## src/rtl/amc_pkg.sv

```systemverilog
// ---------------------------------------------------------------------------
// amc_pkg
// Shared widths, sequencer states and divider interface types for the
// amicable number checker.
// ---------------------------------------------------------------------------
package amc_pkg;

    // Width of the numbers on the input ports.
    localparam int NUM_W   = 24;
    // Operand width of the divider: a partner candidate stays below twice the
    // centre number, so one extra bit covers it.
    localparam int OP_W    = NUM_W + 1;
    // Divisor sums stay below eight times the number.
    localparam int SUM_W   = OP_W + 3;
    // Trial divisors run up to the square root of an operand, plus one.
    localparam int D_W     = (OP_W + 1) / 2;
    localparam int SQ_W    = 2 * D_W;
    // Bounds of the search window need one bit more than an operand.
    localparam int BND_W   = OP_W + 1;
    localparam int CNT_W   = $clog2(OP_W + 1);
    localparam int RAD_W   = 8;
    localparam int RAD_RST = 3;

    // APB register map.
    localparam int APB_AW  = 3;
    localparam int APB_DW  = 32;
    localparam logic [0:0] REG_RADIUS = 1'b0;

    typedef enum logic [0:0] {
        OP_PAIR   = 1'b0,
        OP_SEARCH = 1'b1
    } t_opcode;

    typedef enum logic [2:0] {
        ST_IDLE,
        ST_RAD,
        ST_RAD_WAIT,
        ST_SUM_TEST,
        ST_SUM_DIV,
        ST_EVAL,
        ST_DONE
    } t_state;

    typedef struct packed {
        logic            start;
        logic [OP_W-1:0] dividend;
        logic [OP_W-1:0] divisor;
    } t_div_req;

    typedef struct packed {
        logic            done;
        logic [OP_W-1:0] quotient;
        logic [OP_W-1:0] remainder;
    } t_div_rsp;

endpackage

```

## src/rtl/amicable_number_check.sv

```systemverilog
// ---------------------------------------------------------------------------
// amicable_number_check
// Answers amicable pair checks and partner searches with one shared divider.
// ---------------------------------------------------------------------------
// A query is taken when start is high and busy is low. Opcode pair check
// asks whether the two numbers are amicable; opcode range search asks
// whether the first number has an amicable partner within plus (exclusive)
// or minus (inclusive) the number divided by the radius divisor register.
// The answer appears on o_is_amicable for exactly one cycle with o_valid
// high; the receiver cannot hold it off, and busy drops the cycle after.
// The one restoring divider serves every trial divisor in turn. A query
// runs up to two divisor sums: one of the first number and, when it
// passes, one of the partner, which for a search may reach 25 bits. A
// range search with a nonzero radius adds one division for it. The radius
// divisor is written over the APB port at byte address 0; the user must
// write it only while the block is idle, which the block itself does not
// enforce. It resets to 3. Reset returns the sequencer to idle.
// ---------------------------------------------------------------------------
module amicable_number_check (
    input  logic                       i_clk,
    input  logic                       i_rst_n,
    input  logic                       start,
    output logic                       busy,
    input  logic                       i_opcode,
    input  logic [amc_pkg::NUM_W-1:0]  i_first_number,
    input  logic [amc_pkg::NUM_W-1:0]  i_second_number,
    output logic                       o_valid,
    output logic                       o_is_amicable,
    input  logic                       psel,
    input  logic                       penable,
    input  logic                       pwrite,
    input  logic [amc_pkg::APB_AW-1:0] paddr,
    input  logic [amc_pkg::APB_DW-1:0] pwdata,
    output logic [amc_pkg::APB_DW-1:0] prdata,
    output logic                       pready
);
    import amc_pkg::*;

    logic [RAD_W-1:0] r_radius;
    t_div_req         div_req;
    t_div_rsp         div_rsp;
    logic             reg_sel;

    assign pready  = 1'b1;
    assign reg_sel = (paddr[2] == REG_RADIUS);
    assign prdata  = reg_sel ? APB_DW'(r_radius) : '0;

    always_ff @(posedge i_clk) begin
        if (!i_rst_n) begin
            r_radius <= RAD_W'(RAD_RST);
        end else if (psel && penable && pwrite && reg_sel) begin
            r_radius <= pwdata[RAD_W-1:0];
        end
    end

    amc_seq u_seq (
        .i_clk           (i_clk),
        .i_rst_n         (i_rst_n),
        .start           (start),
        .busy            (busy),
        .i_opcode        (i_opcode),
        .i_first_number  (i_first_number),
        .i_second_number (i_second_number),
        .i_radius        (r_radius),
        .o_div_req       (div_req),
        .i_div_rsp       (div_rsp),
        .o_valid         (o_valid),
        .o_is_amicable   (o_is_amicable)
    );

    amc_div u_div (
        .i_clk   (i_clk),
        .i_rst_n (i_rst_n),
        .i_req   (div_req),
        .o_rsp   (div_rsp)
    );

endmodule

```

## src/rtl/amc_div.sv

```systemverilog
// ---------------------------------------------------------------------------
// amc_div
// Restoring divider that settles one quotient bit per clock cycle.
// ---------------------------------------------------------------------------
module amc_div (
    input  logic              i_clk,
    input  logic              i_rst_n,
    input  amc_pkg::t_div_req i_req,
    output amc_pkg::t_div_rsp o_rsp
);
    import amc_pkg::*;

    logic [OP_W-1:0]  r_quo, n_quo;
    logic [OP_W:0]    r_rem, n_rem;
    logic [OP_W-1:0]  r_dvs, n_dvs;
    logic [CNT_W-1:0] r_cnt, n_cnt;
    logic             r_run, n_run;
    logic             r_done, n_done;
    logic [OP_W:0]    shifted;
    logic [OP_W+1:0]  trial;

    always_comb begin
        shifted = {r_rem[OP_W-1:0], r_quo[OP_W-1]};
        trial   = {1'b0, shifted} - {2'b00, r_dvs};
        n_quo   = r_quo;
        n_rem   = r_rem;
        n_dvs   = r_dvs;
        n_cnt   = r_cnt;
        n_run   = r_run;
        n_done  = 1'b0;
        if (i_req.start) begin
            n_quo = i_req.dividend;
            n_rem = '0;
            n_dvs = i_req.divisor;
            n_cnt = CNT_W'(OP_W);
            n_run = 1'b1;
        end else if (r_run) begin
            // A borrow in the top bit means the divisor did not fit.
            if (trial[OP_W+1]) begin
                n_rem = shifted;
                n_quo = {r_quo[OP_W-2:0], 1'b0};
            end else begin
                n_rem = trial[OP_W:0];
                n_quo = {r_quo[OP_W-2:0], 1'b1};
            end
            n_cnt = r_cnt - 1'b1;
            if (r_cnt == CNT_W'(1)) begin
                n_run  = 1'b0;
                n_done = 1'b1;
            end
        end
    end

    always_ff @(posedge i_clk) begin
        if (!i_rst_n) begin
            r_run  <= 1'b0;
            r_done <= 1'b0;
            r_cnt  <= '0;
        end else begin
            r_run  <= n_run;
            r_done <= n_done;
            r_cnt  <= n_cnt;
        end
        r_quo <= n_quo;
        r_rem <= n_rem;
        r_dvs <= n_dvs;
    end

    assign o_rsp.done      = r_done;
    assign o_rsp.quotient  = r_quo;
    assign o_rsp.remainder = r_rem[OP_W-1:0];

endmodule

```

## src/rtl/amc_seq.sv

```systemverilog
// ---------------------------------------------------------------------------
// amc_seq
// Sequencer that sets the search window, walks trial divisors up to the
// square root, builds the divisor sums and decides the answer from them.
// ---------------------------------------------------------------------------
module amc_seq (
    input  logic                      i_clk,
    input  logic                      i_rst_n,
    input  logic                      start,
    output logic                      busy,
    input  logic                      i_opcode,
    input  logic [amc_pkg::NUM_W-1:0] i_first_number,
    input  logic [amc_pkg::NUM_W-1:0] i_second_number,
    input  logic [amc_pkg::RAD_W-1:0] i_radius,
    output amc_pkg::t_div_req         o_div_req,
    input  amc_pkg::t_div_rsp         i_div_rsp,
    output logic                      o_valid,
    output logic                      o_is_amicable
);
    import amc_pkg::*;

    t_state           r_state, n_state;
    logic             r_op, n_op;
    logic [NUM_W-1:0] r_a, n_a;
    logic [NUM_W-1:0] r_b, n_b;
    logic [OP_W-1:0]  r_n, n_n;
    logic [D_W-1:0]   r_d, n_d;
    logic [SQ_W-1:0]  r_sq, n_sq;
    logic [SUM_W-1:0] r_s, n_s;
    logic [BND_W-1:0] r_lo, n_lo;
    logic [BND_W-1:0] r_hi, n_hi;
    logic             r_phase, n_phase;
    logic             r_res, n_res;
    logic             sum_over;
    logic             in_window;
    logic [OP_W-1:0]  d_ext;
    logic [OP_W-1:0]  cofactor;

    // The walk ends once the square of the trial divisor passes the number.
    assign sum_over  = r_sq > {{(SQ_W-OP_W){1'b0}}, r_n};
    assign in_window = (r_s >= SUM_W'(r_lo)) && (r_s < SUM_W'(r_hi))
                       && (r_s != SUM_W'(r_a));
    assign d_ext     = OP_W'(r_d);
    assign cofactor  = (i_div_rsp.quotient != d_ext) ? i_div_rsp.quotient : '0;

    // Next state.
    always_comb begin
        n_state = r_state;
        unique case (r_state)
            ST_IDLE: begin
                if (start) begin
                    if (i_opcode == OP_SEARCH) begin
                        n_state = (i_radius == '0) ? ST_DONE : ST_RAD;
                    end else begin
                        n_state = ST_SUM_TEST;
                    end
                end
            end
            ST_RAD:      n_state = ST_RAD_WAIT;
            ST_RAD_WAIT: begin
                if (i_div_rsp.done) begin
                    n_state = ST_SUM_TEST;
                end
            end
            ST_SUM_TEST: n_state = sum_over ? ST_EVAL : ST_SUM_DIV;
            ST_SUM_DIV: begin
                if (i_div_rsp.done) begin
                    n_state = ST_SUM_TEST;
                end
            end
            ST_EVAL: begin
                if (r_phase) begin
                    n_state = ST_DONE;
                end else if (r_op == OP_SEARCH) begin
                    n_state = in_window ? ST_SUM_TEST : ST_DONE;
                end else begin
                    n_state = (r_s == SUM_W'(r_b)) ? ST_SUM_TEST : ST_DONE;
                end
            end
            ST_DONE:     n_state = ST_IDLE;
            default:     n_state = ST_IDLE;
        endcase
    end

    // Outputs and divider requests.
    always_comb begin
        o_div_req.start    = 1'b0;
        o_div_req.dividend = r_n;
        o_div_req.divisor  = d_ext;
        unique case (r_state)
            ST_RAD: begin
                o_div_req.start    = 1'b1;
                o_div_req.dividend = OP_W'(r_a);
                o_div_req.divisor  = OP_W'(i_radius);
            end
            ST_SUM_TEST: o_div_req.start = !sum_over;
            default: begin
                o_div_req.start = 1'b0;
            end
        endcase
        busy          = (r_state != ST_IDLE);
        o_valid       = (r_state == ST_DONE);
        o_is_amicable = r_res;
    end

    // Datapath.
    always_comb begin
        n_op    = r_op;
        n_a     = r_a;
        n_b     = r_b;
        n_n     = r_n;
        n_d     = r_d;
        n_sq    = r_sq;
        n_s     = r_s;
        n_lo    = r_lo;
        n_hi    = r_hi;
        n_phase = r_phase;
        n_res   = r_res;
        unique case (r_state)
            ST_IDLE: begin
                if (start) begin
                    n_op    = i_opcode;
                    n_a     = i_first_number;
                    n_b     = i_second_number;
                    n_n     = OP_W'(i_first_number);
                    n_d     = D_W'(2);
                    n_sq    = SQ_W'(4);
                    n_s     = SUM_W'(1);
                    n_phase = 1'b0;
                    n_res   = 1'b0;
                end
            end
            ST_RAD_WAIT: begin
                if (i_div_rsp.done) begin
                    n_lo = BND_W'(r_a) - BND_W'(i_div_rsp.quotient);
                    n_hi = BND_W'(r_a) + BND_W'(i_div_rsp.quotient);
                end
            end
            ST_SUM_DIV: begin
                if (i_div_rsp.done) begin
                    if (i_div_rsp.remainder == '0) begin
                        n_s = r_s + SUM_W'(d_ext) + SUM_W'(cofactor);
                    end
                    // (d+1)^2 = d^2 + 2d + 1
                    n_sq = r_sq + SQ_W'({r_d, 1'b1});
                    n_d  = r_d + 1'b1;
                end
            end
            ST_EVAL: begin
                if (r_phase) begin
                    n_res = (r_s == SUM_W'(r_a));
                end else begin
                    // Second sum: of the claimed partner, which must give back a.
                    n_phase = 1'b1;
                    n_n     = (r_op == OP_SEARCH) ? r_s[OP_W-1:0] : OP_W'(r_b);
                    n_d     = D_W'(2);
                    n_sq    = SQ_W'(4);
                    n_s     = SUM_W'(1);
                end
            end
            default: begin
                n_res = r_res;
            end
        endcase
    end

    always_ff @(posedge i_clk) begin
        if (!i_rst_n) begin
            r_state <= ST_IDLE;
            r_res   <= 1'b0;
        end else begin
            r_state <= n_state;
            r_res   <= n_res;
        end
        r_op    <= n_op;
        r_a     <= n_a;
        r_b     <= n_b;
        r_n     <= n_n;
        r_d     <= n_d;
        r_sq    <= n_sq;
        r_s     <= n_s;
        r_lo    <= n_lo;
        r_hi    <= n_hi;
        r_phase <= n_phase;
    end

endmodule

```

## config.mk

```make
export PLATFORM = sky130hd
export DESIGN_NAME = amicable_number_check
export DESIGN_NICKNAME = d
export VERILOG_FILES = /design/src/rtl/amc_pkg.sv /design/src/rtl/amicable_number_check.sv /design/src/rtl/amc_div.sv /design/src/rtl/amc_seq.sv
export SDC_FILE = /design/constraint.sdc
export NUM_CORES = 1
export LEC_CHECK = 0
export BUFFER_PORTS_ARGS = -buffer_cell sky130_fd_sc_hd__buf_2
export CORE_MARGIN = 3
export CORE_UTILIZATION = 30
export DETAILED_ROUTE_END_ITERATION = 7
export PLACE_DENSITY = 0.54
export SKIP_CTS_REPAIR_TIMING = 1
export SLEW_MARGIN = 5
export SYNTH_ARGS = -nofsm -noshare
export SYNTH_HDL_FRONTEND = slang
export SYNTH_SLANG_ARGS = --single-unit
export TNS_END_PERCENT = 1
```

## constraint.sdc

```tcl
create_clock -name i_clk -period 6.85 [get_ports i_clk]
set_clock_uncertainty 0.1 [all_clocks]
set_input_delay 0.3425 -clock i_clk [delete_from_list [all_inputs] [get_ports i_clk]]
set_output_delay 0.3425 -clock i_clk [all_outputs]
set_load 0.02 [all_outputs]
```

==> Yosys cells after proc, flatten, opt, wreduce, memory -nomap -nowiden <==
Index checks and enable logic that the tools add are counted.
{ "totals": {"in_bits": 90, "memories": 0, "reg_bits": 288, "latch_bits": 0, "out_inout_bits": 36, "mem_bits_rw": 0, "rom_bits": 0, "word_cells": 121} }
{ "op_classes": {"eq_ne": 17, "reduce_logical": 24, "shift": 0, "bitwise": 3, "n_lt_le_gt_ge": 3, "addsub": 8, "muxes": 45, "multipliers": 0, "n_div": 0} }
{ "op_table": {"columns": ["cell", "count"], "rows": [
  ["two-way mux 25 bit", 7],
  ["two-way mux 28 bit", 4],
  ["case mux 28 bit (3 select lines)", 1],
  ["two-way mux 26 bit", 3],
  ["case mux 26 bit (3 select lines)", 1],
  ["equality test 28 x 24 -> 1 bit", 2],
  ["two-way mux 50 bit", 1],
  ["case mux 25 bit (2 select lines)", 1],
  ["two-way mux 13 bit", 3],
  ["case mux 13 bit (3 select lines)", 1],
  ["adder 28 x 13 -> 28 bit", 1],
  ["adder 28 x 25 -> 28 bit", 1],
  [">= comparator 28 x 26 -> 1 bit", 1],
  ["< comparator 28 x 26 -> 1 bit", 1],
  ["!= test 28 x 24 -> 1 bit", 1],
  ["subtractor 26 x 25 -> 27 bit", 1],
  ["adder 24 x 25 -> 26 bit", 1],
  ["adder 26 x 14 -> 26 bit", 1],
  ["> comparator 26 x 25 -> 1 bit", 1],
  ["subtractor 24 x 25 -> 26 bit", 1],
  ["logical NOT 25 bit", 1],
  ["!= test 25 x 13 -> 1 bit", 1],
  ["two-way mux 3 bit", 8],
  ["case mux 3 bit (5 select lines)", 1],
  ["other kinds (25)", 55]
]} }

==> Depth between registers and ports, before layout <==
Gate-level depths: netlist of run 1.
{ "depth": {"ltp_word": 7, "mapped_depth": 18, "ltp_nobuf": 16} }

==> Hierarchy <==
Synthesis of run 1 repeated with hierarchy kept, for this count alone.
{ "hier_totals": {"cells_unflattened": 2066, "area_unflattened_um2": 20453.4} }
{ "by_module_without_submodules": {"columns": ["module", "seq_area_each_um2", "cells_per_inst", "area_per_inst_um2", "instances"], "rows": [
  ["amc_seq", 5875.6, 1593, 15337.2, 1],
  ["amc_div", 2142.1, 403, 4515.6, 1],
  ["amicable_number_check", 160.2, 70, 600.6, 1]
]} }

==> Worst setup path after synthesis of run 1 <==
No wires, ideal clock.
{ "synth_timing": {"kind": "reg-to-reg", "from": "register u_div.r_quo[24]", "to": "register u_seq.r_s[21] (data pin)", "period_less_slack_ns": 4.358, "arrival_ns": 3.989, "path_stages_with_launch": 18, "path_slack_ns": 2.492, "setup_ns": 0.270, "path_buffers": 2, "path_cell_list": "edfxtp_1 clkbuf_1 nor4_1 nand4_1 nor4_1 clkbuf_1 nor2_1 fa_1 ha_1 fa_1 a21oi_1 o22ai_1 o41ai_1 a211o_1 a21oi_1 o211ai_1 nor3b_1 nor3_1"} }
{ "synth_between": {"elab_chain_len": 6} }
{ "synth_lines": {"columns": ["item", "line_no", "text"], "rows": [
  ["start: declaration", "amc_div.sv:13", "logic [OP_W-1:0] r_quo, n_quo;"],
  ["start signal: assignment", "amc_div.sv:64", "r_quo <= n_quo;"],
  ["!= test 25 x 13 -> 1 bit", "amc_seq.sv:44", "assign cofactor = (i_div_rsp.quotient != d_ext) ? i_div_rsp.quotient : '0;"],
  ["two-way mux 25 bit", "amc_seq.sv:44", null],
  ["adder 28 x 25 -> 28 bit", "amc_seq.sv:142", "n_s = r_s + SUM_W'(d_ext) + SUM_W'(cofactor);"],
  ["two-way mux 28 bit", "amc_seq.sv:141", "if (i_div_rsp.remainder == '0) begin"],
  ["two-way mux 28 bit", "amc_seq.sv:140", "if (i_div_rsp.done) begin"],
  ["case mux 28 bit (3 select lines)", "amc_seq.sv:119", "unique case (r_state)"],
  ["end signal: assignment", "amc_seq.sv:181", "r_s <= n_s;"],
  ["end: declaration", "amc_seq.sv:29", "logic [SUM_W-1:0] r_s, n_s;"]
]} }
Every way passes these cells. The select of a mux whose other input is x is not followed.
A chain may end at the register's enable or synchronous reset.

==> Worst setup path in the final report of run 1 <==
Ends and elaborated chain as after synthesis.

==> run metrics, run 1 <==
Cell Chain, Critical Path nor4_1 -> nand4_1 -> nor4_2 -> buf_4 -> nand2b_1 -> fa_1 -> inv_1 -> ha_1 -> fa_1 -> a21oi_1 -> o22ai_1 -> o41ai_1 -> a211o_1 -> a21oi_1 -> o211ai_1 -> nor3b_1 -> nor3_1; Area Growth Syn to Fin 15.3%; GR Util All Layers 16.1%; CORE AREA 63200 um2; RSZ-0062 raised after global routing no; main combinational cell family by area after synthesis simple AND/OR/NAND/NOR gates; yosys warns 0; final hold violations 0; GPL Wtd Cong 0.909; chip height 259 um; total congestion overflow 0; # clock sinks 275; Synth async-reset ratio 0%; critical path required time 7.01 ns; post-synthesis xor/xnor area fraction 7.49%; max-cap viol count 0; first-pass GRT wire length 83.3 mm; area leader, netlist edfxtp_1; later-pin clock latency in the skew report 0.55 ns; synth unique cells 75; crit path buf inv count 2; number of global-route vias before repair 14072; CTS Buf Count 36; Final Critical Period 5.25 ns; drt initial violations 1051; Synth Area in Compound Gates 13.4%; CTS tree yes; HPWL after detailed placement 40.4 mm; Vias per Instance 5.03; Final Setup Violations 0; initial antenna violation count 0; family with the most delay on the worst path simple AND/OR/NAND/NOR gates; critical path capture point type flop; Final ANT Viol Nets 0; CP Class reg2reg; Post-Synth Adder-Cell Area 14.3%; via count 14727; crit path max fanout 11; f_max 191 MHz; peak supply drop 0.188 mV; Leakage 9.03 nW; Synth Area per Inst 9.84 um2; Routed wire per std cell 18.8 um; top post-synthesis cells by area edfxtp_1 (36%), ha_1 (12%), dfxtp_1 (4.6%), xnor2_1 (4.5%), nor2_1 (3.9%); final core utilization 35.0%; Rows 92; Final #Nets 2353; Syn Std Cell Area 19200 um2; Clock Tree Root clkbuf_16; Synth Area in Simple Gates 14.6%; Max stage delay on crit path 0.61 ns; slowest CP cell edfxtp_1; drc violations 0; share of layout cells above drive strength 1 8.50%; die width 259 um; ys flop type edfxtp_1; fill count 6341; post-synthesis mux area share 3.65%; status completed; die area 67000 um2; Critical Path AT 5.41 ns; CP startpoint kind flop; Post-synth EDFFs 231; area share of the largest cell type after synthesis 36.2%; total chip power 0.00829 W; Routed WL 55.2 mm; fin crit share 76.6%; H-Tree Depth 2; Syn Inst Count 1948; maximum number of pins on one net before global-route repair 91; most frequent cells in the layout edfxtp_1 (231), nor2_1 (197), ha_1 (190); post-synthesis sequential area ratio 40.8%; commonest non-fill, non-tap cell in the layout edfxtp_1; setup ws final 1.60 ns; Slew Viols, Final 0; non-filler cells, final 2930; PwrDens 375 nW/um2; post-place setup slack 1.68 ns; Yosys reg bits 275; Starting Density 30.3%; Worst slew margin 21.2%; Buffers on Ports 74; Worst Max-Slew Pin Slew 1.17 ns; Pre-antenna DRT Iters 5; Clock transition at path regs 0.06 ns; clock buffer depth 3; placed cell count 2806; IO Pins 126; sum of negative setup slack 0 ns; Hold Path Class in2reg
flip-flops by register name, summed over array words and instances (netlist names):
register             flops
u_seq.r_s               28
u_seq.r_lo              26
u_seq.r_sq              26
u_div.r_quo             25
u_div.r_rem             25
u_seq.r_hi              25
u_seq.r_n               25
u_seq.r_a               24
u_seq.r_b               24
u_div.r_dvs             13
u_seq.r_d               13
r_radius                 8
u_div.r_cnt              5
u_seq.r_state            3
u_div.r_done             1
u_div.r_run              1
u_seq.o_is_amicable      1
u_seq.r_op               1
u_seq.r_phase            1
logic make-up after synthesis:
| group | Yosys count |
|---|---|
| buffers and inverters | 268 |
| XOR/XNOR | 164 |
| AO/OA/AOI/OAI | 396 |
| multiplexers | 69 |
| AND/OR/NAND/NOR | 566 |
| adder cells (fa/ha/maj) | 208 |
| flip-flops | 275 |
| other | 2 |
stage by stage:
step,hold slack (ns),area [um2]
CTS,-0.161,21500
finish,0.0236,22100
global placement,0.374,20400
global route,0.0392,22100
floorplan,0.341,19300
detailed placement,0.379,20400
layout make-up:
class | count | area, um2 | area share, %
diodes | 1 | 2.50 | 0.0113
clock buffers | 49 | 1010 | 4.57
clock inverters | 17 | 166 | 0.753
inverters | 169 | 634 | 2.87
multi-input cells | 1428 | 10400 | 46.9
flip-flops and latches | 275 | 7820 | 35.4
well taps | 846 | 1060 | 4.79
repair buffers | 145 | 1050 | 4.73
power breakdown:
part | switching, W | internal [W] | total [W]
Clock | 0.000761 | 0.00115 | 0.00191
Combinational | 0.00209 | 0.00155 | 0.00365
Sequential | 0.000450 | 0.00228 | 0.00273
Total | 0.00330 | 0.00499 | 0.00829
synth_stat cells (16+ instances only):
master	number
a21oi_1	115
nor4_1	23
dfxtp_1	44
nor2_1	199
clkbuf_1	64
and3_1	16
a211oi_1	32
ha_1	190
nand2b_1	26
nand4_1	27
fa_1	18
a21o_1	30
mux2i_1	61
nand2_1	93
xnor2_1	99
xor2_1	65
nor2b_1	36
nor3_1	35
buf_4	25
edfxtp_1	231
inv_1	169
o21a_1	29
o21ai_0	84
nand3_1	46
path summary, 6_finish.rpt:
| path | start | end | slack, ns | depth (start not counted) |
|---|---|---|---|---|
| min reg2reg | u_div.r_rem[24] | u_div.r_rem[24] | 0.39 | 2 |
| max reg2reg | u_div.r_quo[24] | u_seq.r_s[21] | 1.60 | 17 |
| max | u_div.r_quo[24] | u_seq.r_s[21] | 1.60 | 17 |
| min | i_rst_n | r_radius[0] | 0.02 | 2 |
per-layer routing:
layer	part of all wire (%)	routed length (um)	track usage, %
met5	0	0	0
met4	3.4	1890	5.72
met3	4.5	2490	2.16
met2	48	26200	26.9
met1	45	24600	21.2
Power figures use the tool's default switching activity.
==> run 2: changes to the inputs <==
Settings changed: ABC_AREA set to 1, PLACE_DENSITY 0.54 to 0.56.
Clock period 6.85 ns to 4.8 ns, I/O delays scaled along.
==> run 2 against run 1 <==
Effect of this change:
- the run now ends with hold timing left
- first-iteration DRC count up 26%
- setup slack lost 1.4 ns
- clock power grew 41%
- total power rose by 120%
- critical path type unchanged
- largest cell class unchanged
==> run metrics, run 2 <==
Critical Path AT 4.74 ns (was 5.41 ns); max reg flops 28 (unchanged); die area 70900 um2 (was 67000 um2); critical path capture point type flop (unchanged); Buffers on Ports 74 (unchanged); area leader, netlist edfxtp_1 (unchanged); Syn Std Cell Area 20300 um2 (was 19200 um2); top flop regs u_seq.r_s (28), u_seq.r_lo (26), u_seq.r_sq (26) (unchanged); Vias per Instance 4.81 (was 5.03); Pre-antenna DRT Iters 6 (was 5); Rows 94 (was 92); initial antenna violation count 0 (unchanged); Worst Max-Slew Pin Slew 1.08 ns (was 1.17 ns); GPL Wtd Cong 0.912 (was 0.909); CTS tree yes (unchanged); # clock sinks 275 (unchanged); HPWL after detailed placement 45.8 mm (was 40.4 mm); placed inst area 21500 um2 (was 20400 um2); CTS Buf Count 35 (was 36); Clock transition at path regs 0.06 ns (about the same); Post-synth EDFFs 231 (unchanged); crit path buf inv count 2 (unchanged); Worst path depth 19 (was 17); total congestion overflow 0 (unchanged); post-synthesis sequential area ratio 38.5% (was 40.8%); Final Setup Violations 0 (unchanged); crit path max fanout 6 (was 11); ys flop type edfxtp_1 (unchanged); most frequent CP cell nand3_1; top post-synthesis cells by area edfxtp_1 (34%), ha_1 (12%), nand2_1 (7.9%), inv_1 (7.0%), a21oi_1 (4.7%) (was edfxtp_1 (36%), ha_1 (12%), dfxtp_1 (4.6%), xnor2_1 (4.5%), nor2_1 (3.9%)); Final Critical Period 4.55 ns (was 5.25 ns); fin crit share 94.8% (was 76.6%); final hold violations 1 (was 0); Final #Nets 2880 (was 2353); chip height 266 um (was 259 um); number of global-route vias before repair 15593 (was 14072); Antenna Cells 0 (was 1); Critical path origin u_div.r_quo[17] (was u_div.r_quo[24]); Slew Viols, Final 0 (unchanged); Syn Inst Count 2456 (was 1948); maximum number of pins on one net before global-route repair 70 (was 91); Leakage 10.5 nW (was 9.03 nW); f_max 220 MHz (was 191 MHz); CP endpoint u_seq.r_s[25] (was u_seq.r_s[21]); Synth async-reset ratio 0% (unchanged); first-pass GRT wire length 90.6 mm (was 83.3 mm); Min Hold Slack -0.0333 ns (was 0.0236 ns); Yosys reg bits 275 (unchanged); RSZ-0062 raised after global routing no (unchanged); R2R setup slack 0.25 ns (was 1.60 ns); CP Class reg2reg (unchanged); drt initial violations 1323 (was 1051); synth unique cells 61 (was 75); Register-to-Register Path Depth 19 (was 17); top post-synthesis cells by count nand2_1 (428), inv_1 (381), edfxtp_1 (231), nor2_1 (214), a21oi_1 (192) (was edfxtp_1 (231), nor2_1 (199), ha_1 (190), inv_1 (169), a21oi_1 (115)); CP startpoint kind flop (unchanged); share of layout cells above drive strength 1 9.44% (was 8.50%); GR Util All Layers 16.5% (was 16.1%); Max stage delay on crit path 0.49 ns (was 0.61 ns); commonest non-fill, non-tap cell in the layout nand2_1 (was edfxtp_1); critical path required time 4.99 ns (was 7.01 ns); Cell Chain, Critical Path nor4_1 -> nand4_1 -> nor2_1 -> nand2_1 -> inv_2 -> nor2_1 -> fa_1 -> ha_1 -> fa_1 -> nand3_1 -> nand2_1 -> a21boi_0 -> inv_1 -> nand3_1 -> nand3_1 -> nand3_1 -> nand2_1 -> o21ai_0 -> a21oi_1 (was nor4_1 -> nand4_1 -> nor4_2 -> buf_4 -> nand2b_1 -> fa_1 -> inv_1 -> ha_1 -> fa_1 -> a21oi_1 -> o22ai_1 -> o41ai_1 -> a211o_1 -> a21oi_1 -> o211ai_1 -> nor3b_1 -> nor3_1); Clock Tree Root clkbuf_16 (unchanged); yosys warns 0 (unchanged); drc violations 0 (unchanged); Routed wire per std cell 17.3 um (was 18.8 um); clock buffer depth 3 (unchanged); H-Tree Depth 2 (unchanged); Hold Path Class in2reg (unchanged); sum of negative setup slack 0 ns (unchanged); Routed WL 60.0 mm (was 55.2 mm); die width 266 um (was 259 um); Most flops, register u_seq.r_s (unchanged); slowest CP cell nor4_1 (was edfxtp_1); final instance area 23300 um2 (was 22100 um2); PwrDens 768 nW/um2 (was 375 nW/um2); most frequent cells in the layout nand2_1 (427), inv_1 (380), edfxtp_1 (231) (was edfxtp_1 (231), nor2_1 (197), ha_1 (190)); CORE AREA 66500 um2 (was 63200 um2); family with the most delay on the worst path simple AND/OR/NAND/NOR gates (unchanged); area share of the largest cell type after synthesis 34.1% (was 36.2%); Critical R2R Launch u_div.r_quo[17] (was u_div.r_quo[24]); status finished with violations (was completed); Final ANT Viol Nets 0 (unchanged); via count 16678 (was 14727); Synth Area per Inst 8.28 um2 (was 9.84 um2); failing checks hold timing; later-pin clock latency in the skew report 0.57 ns (was 0.55 ns); max-cap viol count 0 (unchanged); IO Pins 126 (unchanged); Area Growth Syn to Fin 14.6% (was 15.3%); Starting Density 30.6% (was 30.3%); Worst slew margin 28.0% (was 21.2%); peak supply drop 0.354 mV (was 0.188 mV); most frequent cell after synthesis nand2_1 (was edfxtp_1); worst reg2reg path endpoint u_seq.r_s[25] (was u_seq.r_s[21])
-- run 2: changes by cell type after synthesis, moves of 20 or more --
cell / change
clkbuf_1: -23
inv_1: +212
nand3_1: +40
o21a_1: -20
nor2b_1: -35
mux2i_1: -61
o21ai_0: +74
a211oi_1: -31
a21oi_2: +22
a21oi_1: +77
nand2_1: +335
xnor2_1: -61
nand2b_1: -26
o21ai_1: +42
-- run 2: cell type report --
| type | instances | area (um2) |
|---|---|---|
| clock buffer | 43 | 927 |
| inverter | 393 | 1480 |
| multi-input combinational | 1717 | 10600 |
| sequential | 275 | 7820 |
| fill | 6852 | 43200 |
| clock inverter | 18 | 208 |
| tap | 864 | 1080 |
| timing repair buffer | 160 | 1180 |
-- run 2: cells by family (layout without fill, tap and decap cells) --
family	Yosys count	in the layout	synth area share [%]
adders and majority gates	208	208	13.5
DFF	275	275	38.5
and+or+nand+nor	840	840	17.6
other	2	25	0.0369
xor gates and xnor gates	114	114	4.91
AOI/OAI and AO/OA	530	530	15.4
buffers and inverters	487	614	10.1
-- run 2: tightest hold or removal path, stage by stage --
cell	delay, ns
buf_2	0.19
o21ai_0	0.10
a21oi_1	0.04
-- run 2: how the worst min path moves through the flow --
stage / depth (start not counted) / end / slack [ns] / start
2_1_floorplan: 0 / u_seq.r_a[0] / 0.24 / i_first_number[0]
3_3_place_gp: 1 / u_seq.r_b[3] / 0.32 / i_second_number[3]
3_5_place_dp: 1 / u_seq.r_b[14] / 0.32 / i_second_number[14]
4_1_cts: 1 / u_seq.r_b[22] / -0.29 / i_second_number[22]
5_1_grt: 3 / r_radius[7] / 0.003 / i_rst_n
6_report: 3 / r_radius[7] / -0.03 / i_rst_n
-- run 2: power by group --
part	switching, W	internal (W)	total (W)
logic	0.00686	0.00350	0.0104
registers	0.000977	0.00385	0.00482
clock network	0.00110	0.00159	0.00270
total	0.00894	0.00895	0.0179
-- run 2: per-stage QoR --
step / std cells / utilization (%) / total power, W / setup slack, ns / hold WS (ns)
CTS: 3406 / 34.1 / 0.0179 / 0.308 / -0.287
floorplan: 2479 / - / 0.0122 / 0.0911 / 0.239
finish: 3470 / 35.1 / 0.0179 / 0.249 / -0.0333
global placement: 3345 / 32.4 / 0.0150 / 0.406 / 0.319
detailed placement: 3345 / 32.4 / 0.0151 / 0.339 / 0.319
global route: 3470 / 35.1 / 0.0195 / 0.0176 / 0.00324
-- run 2: routing by layer --
metal	global-route usage, %	vias to the layer above	part of all wire (%)
met5	0	-	0
met4	6.37	0	3.2
met3	2.28	90	6.0
met2	25.6	525	44
met1	23.4	7647	47
li1	-	8416	-
==> run 3: changes to the inputs <==
Settings changed: ABC_AREA 1 to not set.
==> run 3 against run 2 <==
Effect of this change:
- the run now ends clean
- cell area down 4.2%
- first-iteration DRC count down 20%
- via count down 12%
- largest cell class unchanged
- largest power group unchanged
- highest routed layer unchanged
==> run metrics, run 3 (synthesis gave the netlist of run 1 again) <==
status completed (was finished with violations); PwrDens 526 nW/um2 (was 768 nW/um2); die width 259 um (was 266 um); Leakage 9.13 nW (was 10.5 nW); Routed WL 55.0 mm (was 60.0 mm); via count 14743 (was 16678); f_max 220 MHz (about the same); CP startpoint kind flop (unchanged); chip height 259 um (was 266 um); CTS tree yes (unchanged); number of global-route vias before repair 14283 (was 15593); worst reg2reg path endpoint u_seq.r_s[21] (was u_seq.r_s[25]); later-pin clock latency in the skew report 0.56 ns (was 0.57 ns); Critical path origin u_div.r_quo[18] (was u_div.r_quo[17]); Final Critical Period 4.54 ns (was 4.55 ns); CTS Buf Count 35 (unchanged); Worst slew margin 28.8% (was 28.0%); Critical R2R Launch u_div.r_quo[18] (was u_div.r_quo[17]); share of layout cells above drive strength 1 9.97% (was 9.44%); Final #Nets 2390 (was 2880); Pre-antenna DRT Iters 5 (was 6); Rows 92 (was 94); die area 67000 um2 (was 70900 um2); Clock transition at path regs 0.06 ns (about the same); Worst Max-Slew Pin Slew 1.07 ns (was 1.08 ns); drc violations 0 (unchanged); commonest non-fill, non-tap cell in the layout edfxtp_1 (was nand2_1); first-pass GRT wire length 83.5 mm (was 90.6 mm); Area Growth Syn to Fin 16.3% (was 14.6%); Routed wire per std cell 18.5 um (was 17.3 um); GPL Wtd Cong 0.894 (was 0.912); Final ANT Viol Nets 0 (unchanged); max-cap viol count 0 (unchanged); CP Class reg2reg (unchanged); Vias per Instance 4.97 (was 4.81); peak supply drop 0.273 mV (was 0.354 mV); top flop regs u_seq.r_s (28), u_seq.r_lo (26), u_seq.r_sq (26) (unchanged); max reg flops 28 (unchanged); Starting Density 30.3% (was 30.6%); HPWL after detailed placement 41.1 mm (was 45.8 mm); final hold violations 0 (was 1); R2R setup slack 0.26 ns (was 0.25 ns); Critical Path AT 4.70 ns (was 4.74 ns); critical path required time 4.97 ns (was 4.99 ns); maximum number of pins on one net before global-route repair 91 (was 70); final instance area 22300 um2 (was 23300 um2); CORE AREA 63200 um2 (was 66500 um2); fill count 6341 (was 6852); Register-to-Register Path Depth 17 (was 19); Final Setup Violations 0 (unchanged); Hold Crit Depth 4 (was 3); # clock sinks 275 (unchanged); sum of negative setup slack 0 ns (unchanged); most frequent cells in the layout edfxtp_1 (231), nor2_1 (197), ha_1 (190) (was nand2_1 (427), inv_1 (380), edfxtp_1 (231)); Hold Path Class in2reg (unchanged); placed inst area 20600 um2 (was 21500 um2); GR Util All Layers 16.1% (was 16.5%); CP endpoint u_seq.r_s[21] (was u_seq.r_s[25]); critical path capture point type flop (unchanged); total congestion overflow 0 (unchanged); RSZ-0062 raised after global routing no (unchanged); clock buffer depth 3 (unchanged); Buffers on Ports 74 (unchanged); fin crit share 94.5% (was 94.8%); initial antenna violation count 1 (was 0); H-Tree Depth 2 (unchanged); IO Pins 126 (unchanged); crit path max fanout 4 (was 6); Clock Tree Root clkbuf_16 (unchanged); Slew Viols, Final 0 (unchanged); Most flops, register u_seq.r_s (unchanged); drt initial violations 1063 (was 1323)
-- run 3: cell type report --
cell class	instances	area, um2	area share, %
Antenna cell	1	2.50	0.0112
Clock buffer	46	947	4.25
Clock inverter	16	80.1	0.359
Inverter	169	634	2.84
Multi-Input combinational cell	1428	10400	46.7
Sequential cell	275	7820	35.0
Tap cell	846	1060	4.75
Timing Repair Buffer	183	1340	6.00
-- run 3: worst max-delay path, stage by stage, from the launching register on --
cell and delay (ns):
edfxtp_1 0.44, nor4_4 0.33, nand4_1 0.23, nor4_2 0.19
buf_4 0.16, nor2_1 0.05, fa_1 0.43, ha_1 0.24
fa_1 0.41, a21oi_2 0.21, o22ai_2 0.14, o41ai_1 0.26
buf_4 0.18, a211o_1 0.22, a21oi_1 0.13, o211ai_1 0.25
nor3b_2 0.21, nor3_1 0.07
-- run 3: how the worst min path moves through the flow --
stage	from	endpoint	slack [ns]
after global placement	i_second_number[3]	u_seq.r_b[3]	0.32
after detailed placement	i_second_number[9]	u_seq.r_b[9]	0.32
after floorplan	i_first_number[0]	u_seq.r_a[0]	0.24
final	penable	r_radius[4]	0.16
after CTS	i_second_number[20]	u_seq.r_b[20]	-0.27
after global routing	penable	r_radius[2]	0.18
-- run 3: power breakdown --
part,switching [W],total (W),internal (W)
clock network,0.00106,0.00245,0.00139
registers,0.000550,0.00380,0.00325
logic,0.00313,0.00549,0.00236
-- run 3: metal layers --
| metal | up-vias | wire [um] | track usage, % |
|---|---|---|---|
| met4 | 0 | 2220 | 6.58 |
| met3 | 111 | 2520 | 2.13 |
| met5 | - | 0 | 0 |
| met2 | 368 | 26400 | 27.4 |
| li1 | 7205 | - | - |
| met1 | 7059 | 23800 | 20.6 |
-- run 3: metrics by stage --
step	total power [W]	utilization (%)	worst slack, ns	hold slack, ns	instances
after floorplan	0.00770	-	0.442	0.239	1971
after detailed placement	0.00919	32.6	-0.0570	0.318	2841
after global routing	0.0126	35.3	0.0252	0.183	2964
final	0.0117	35.3	0.265	0.160	2964
after CTS	0.0117	34.3	-0.0880	-0.272	2903
after global placement	0.00907	32.6	0.0104	0.316	2841
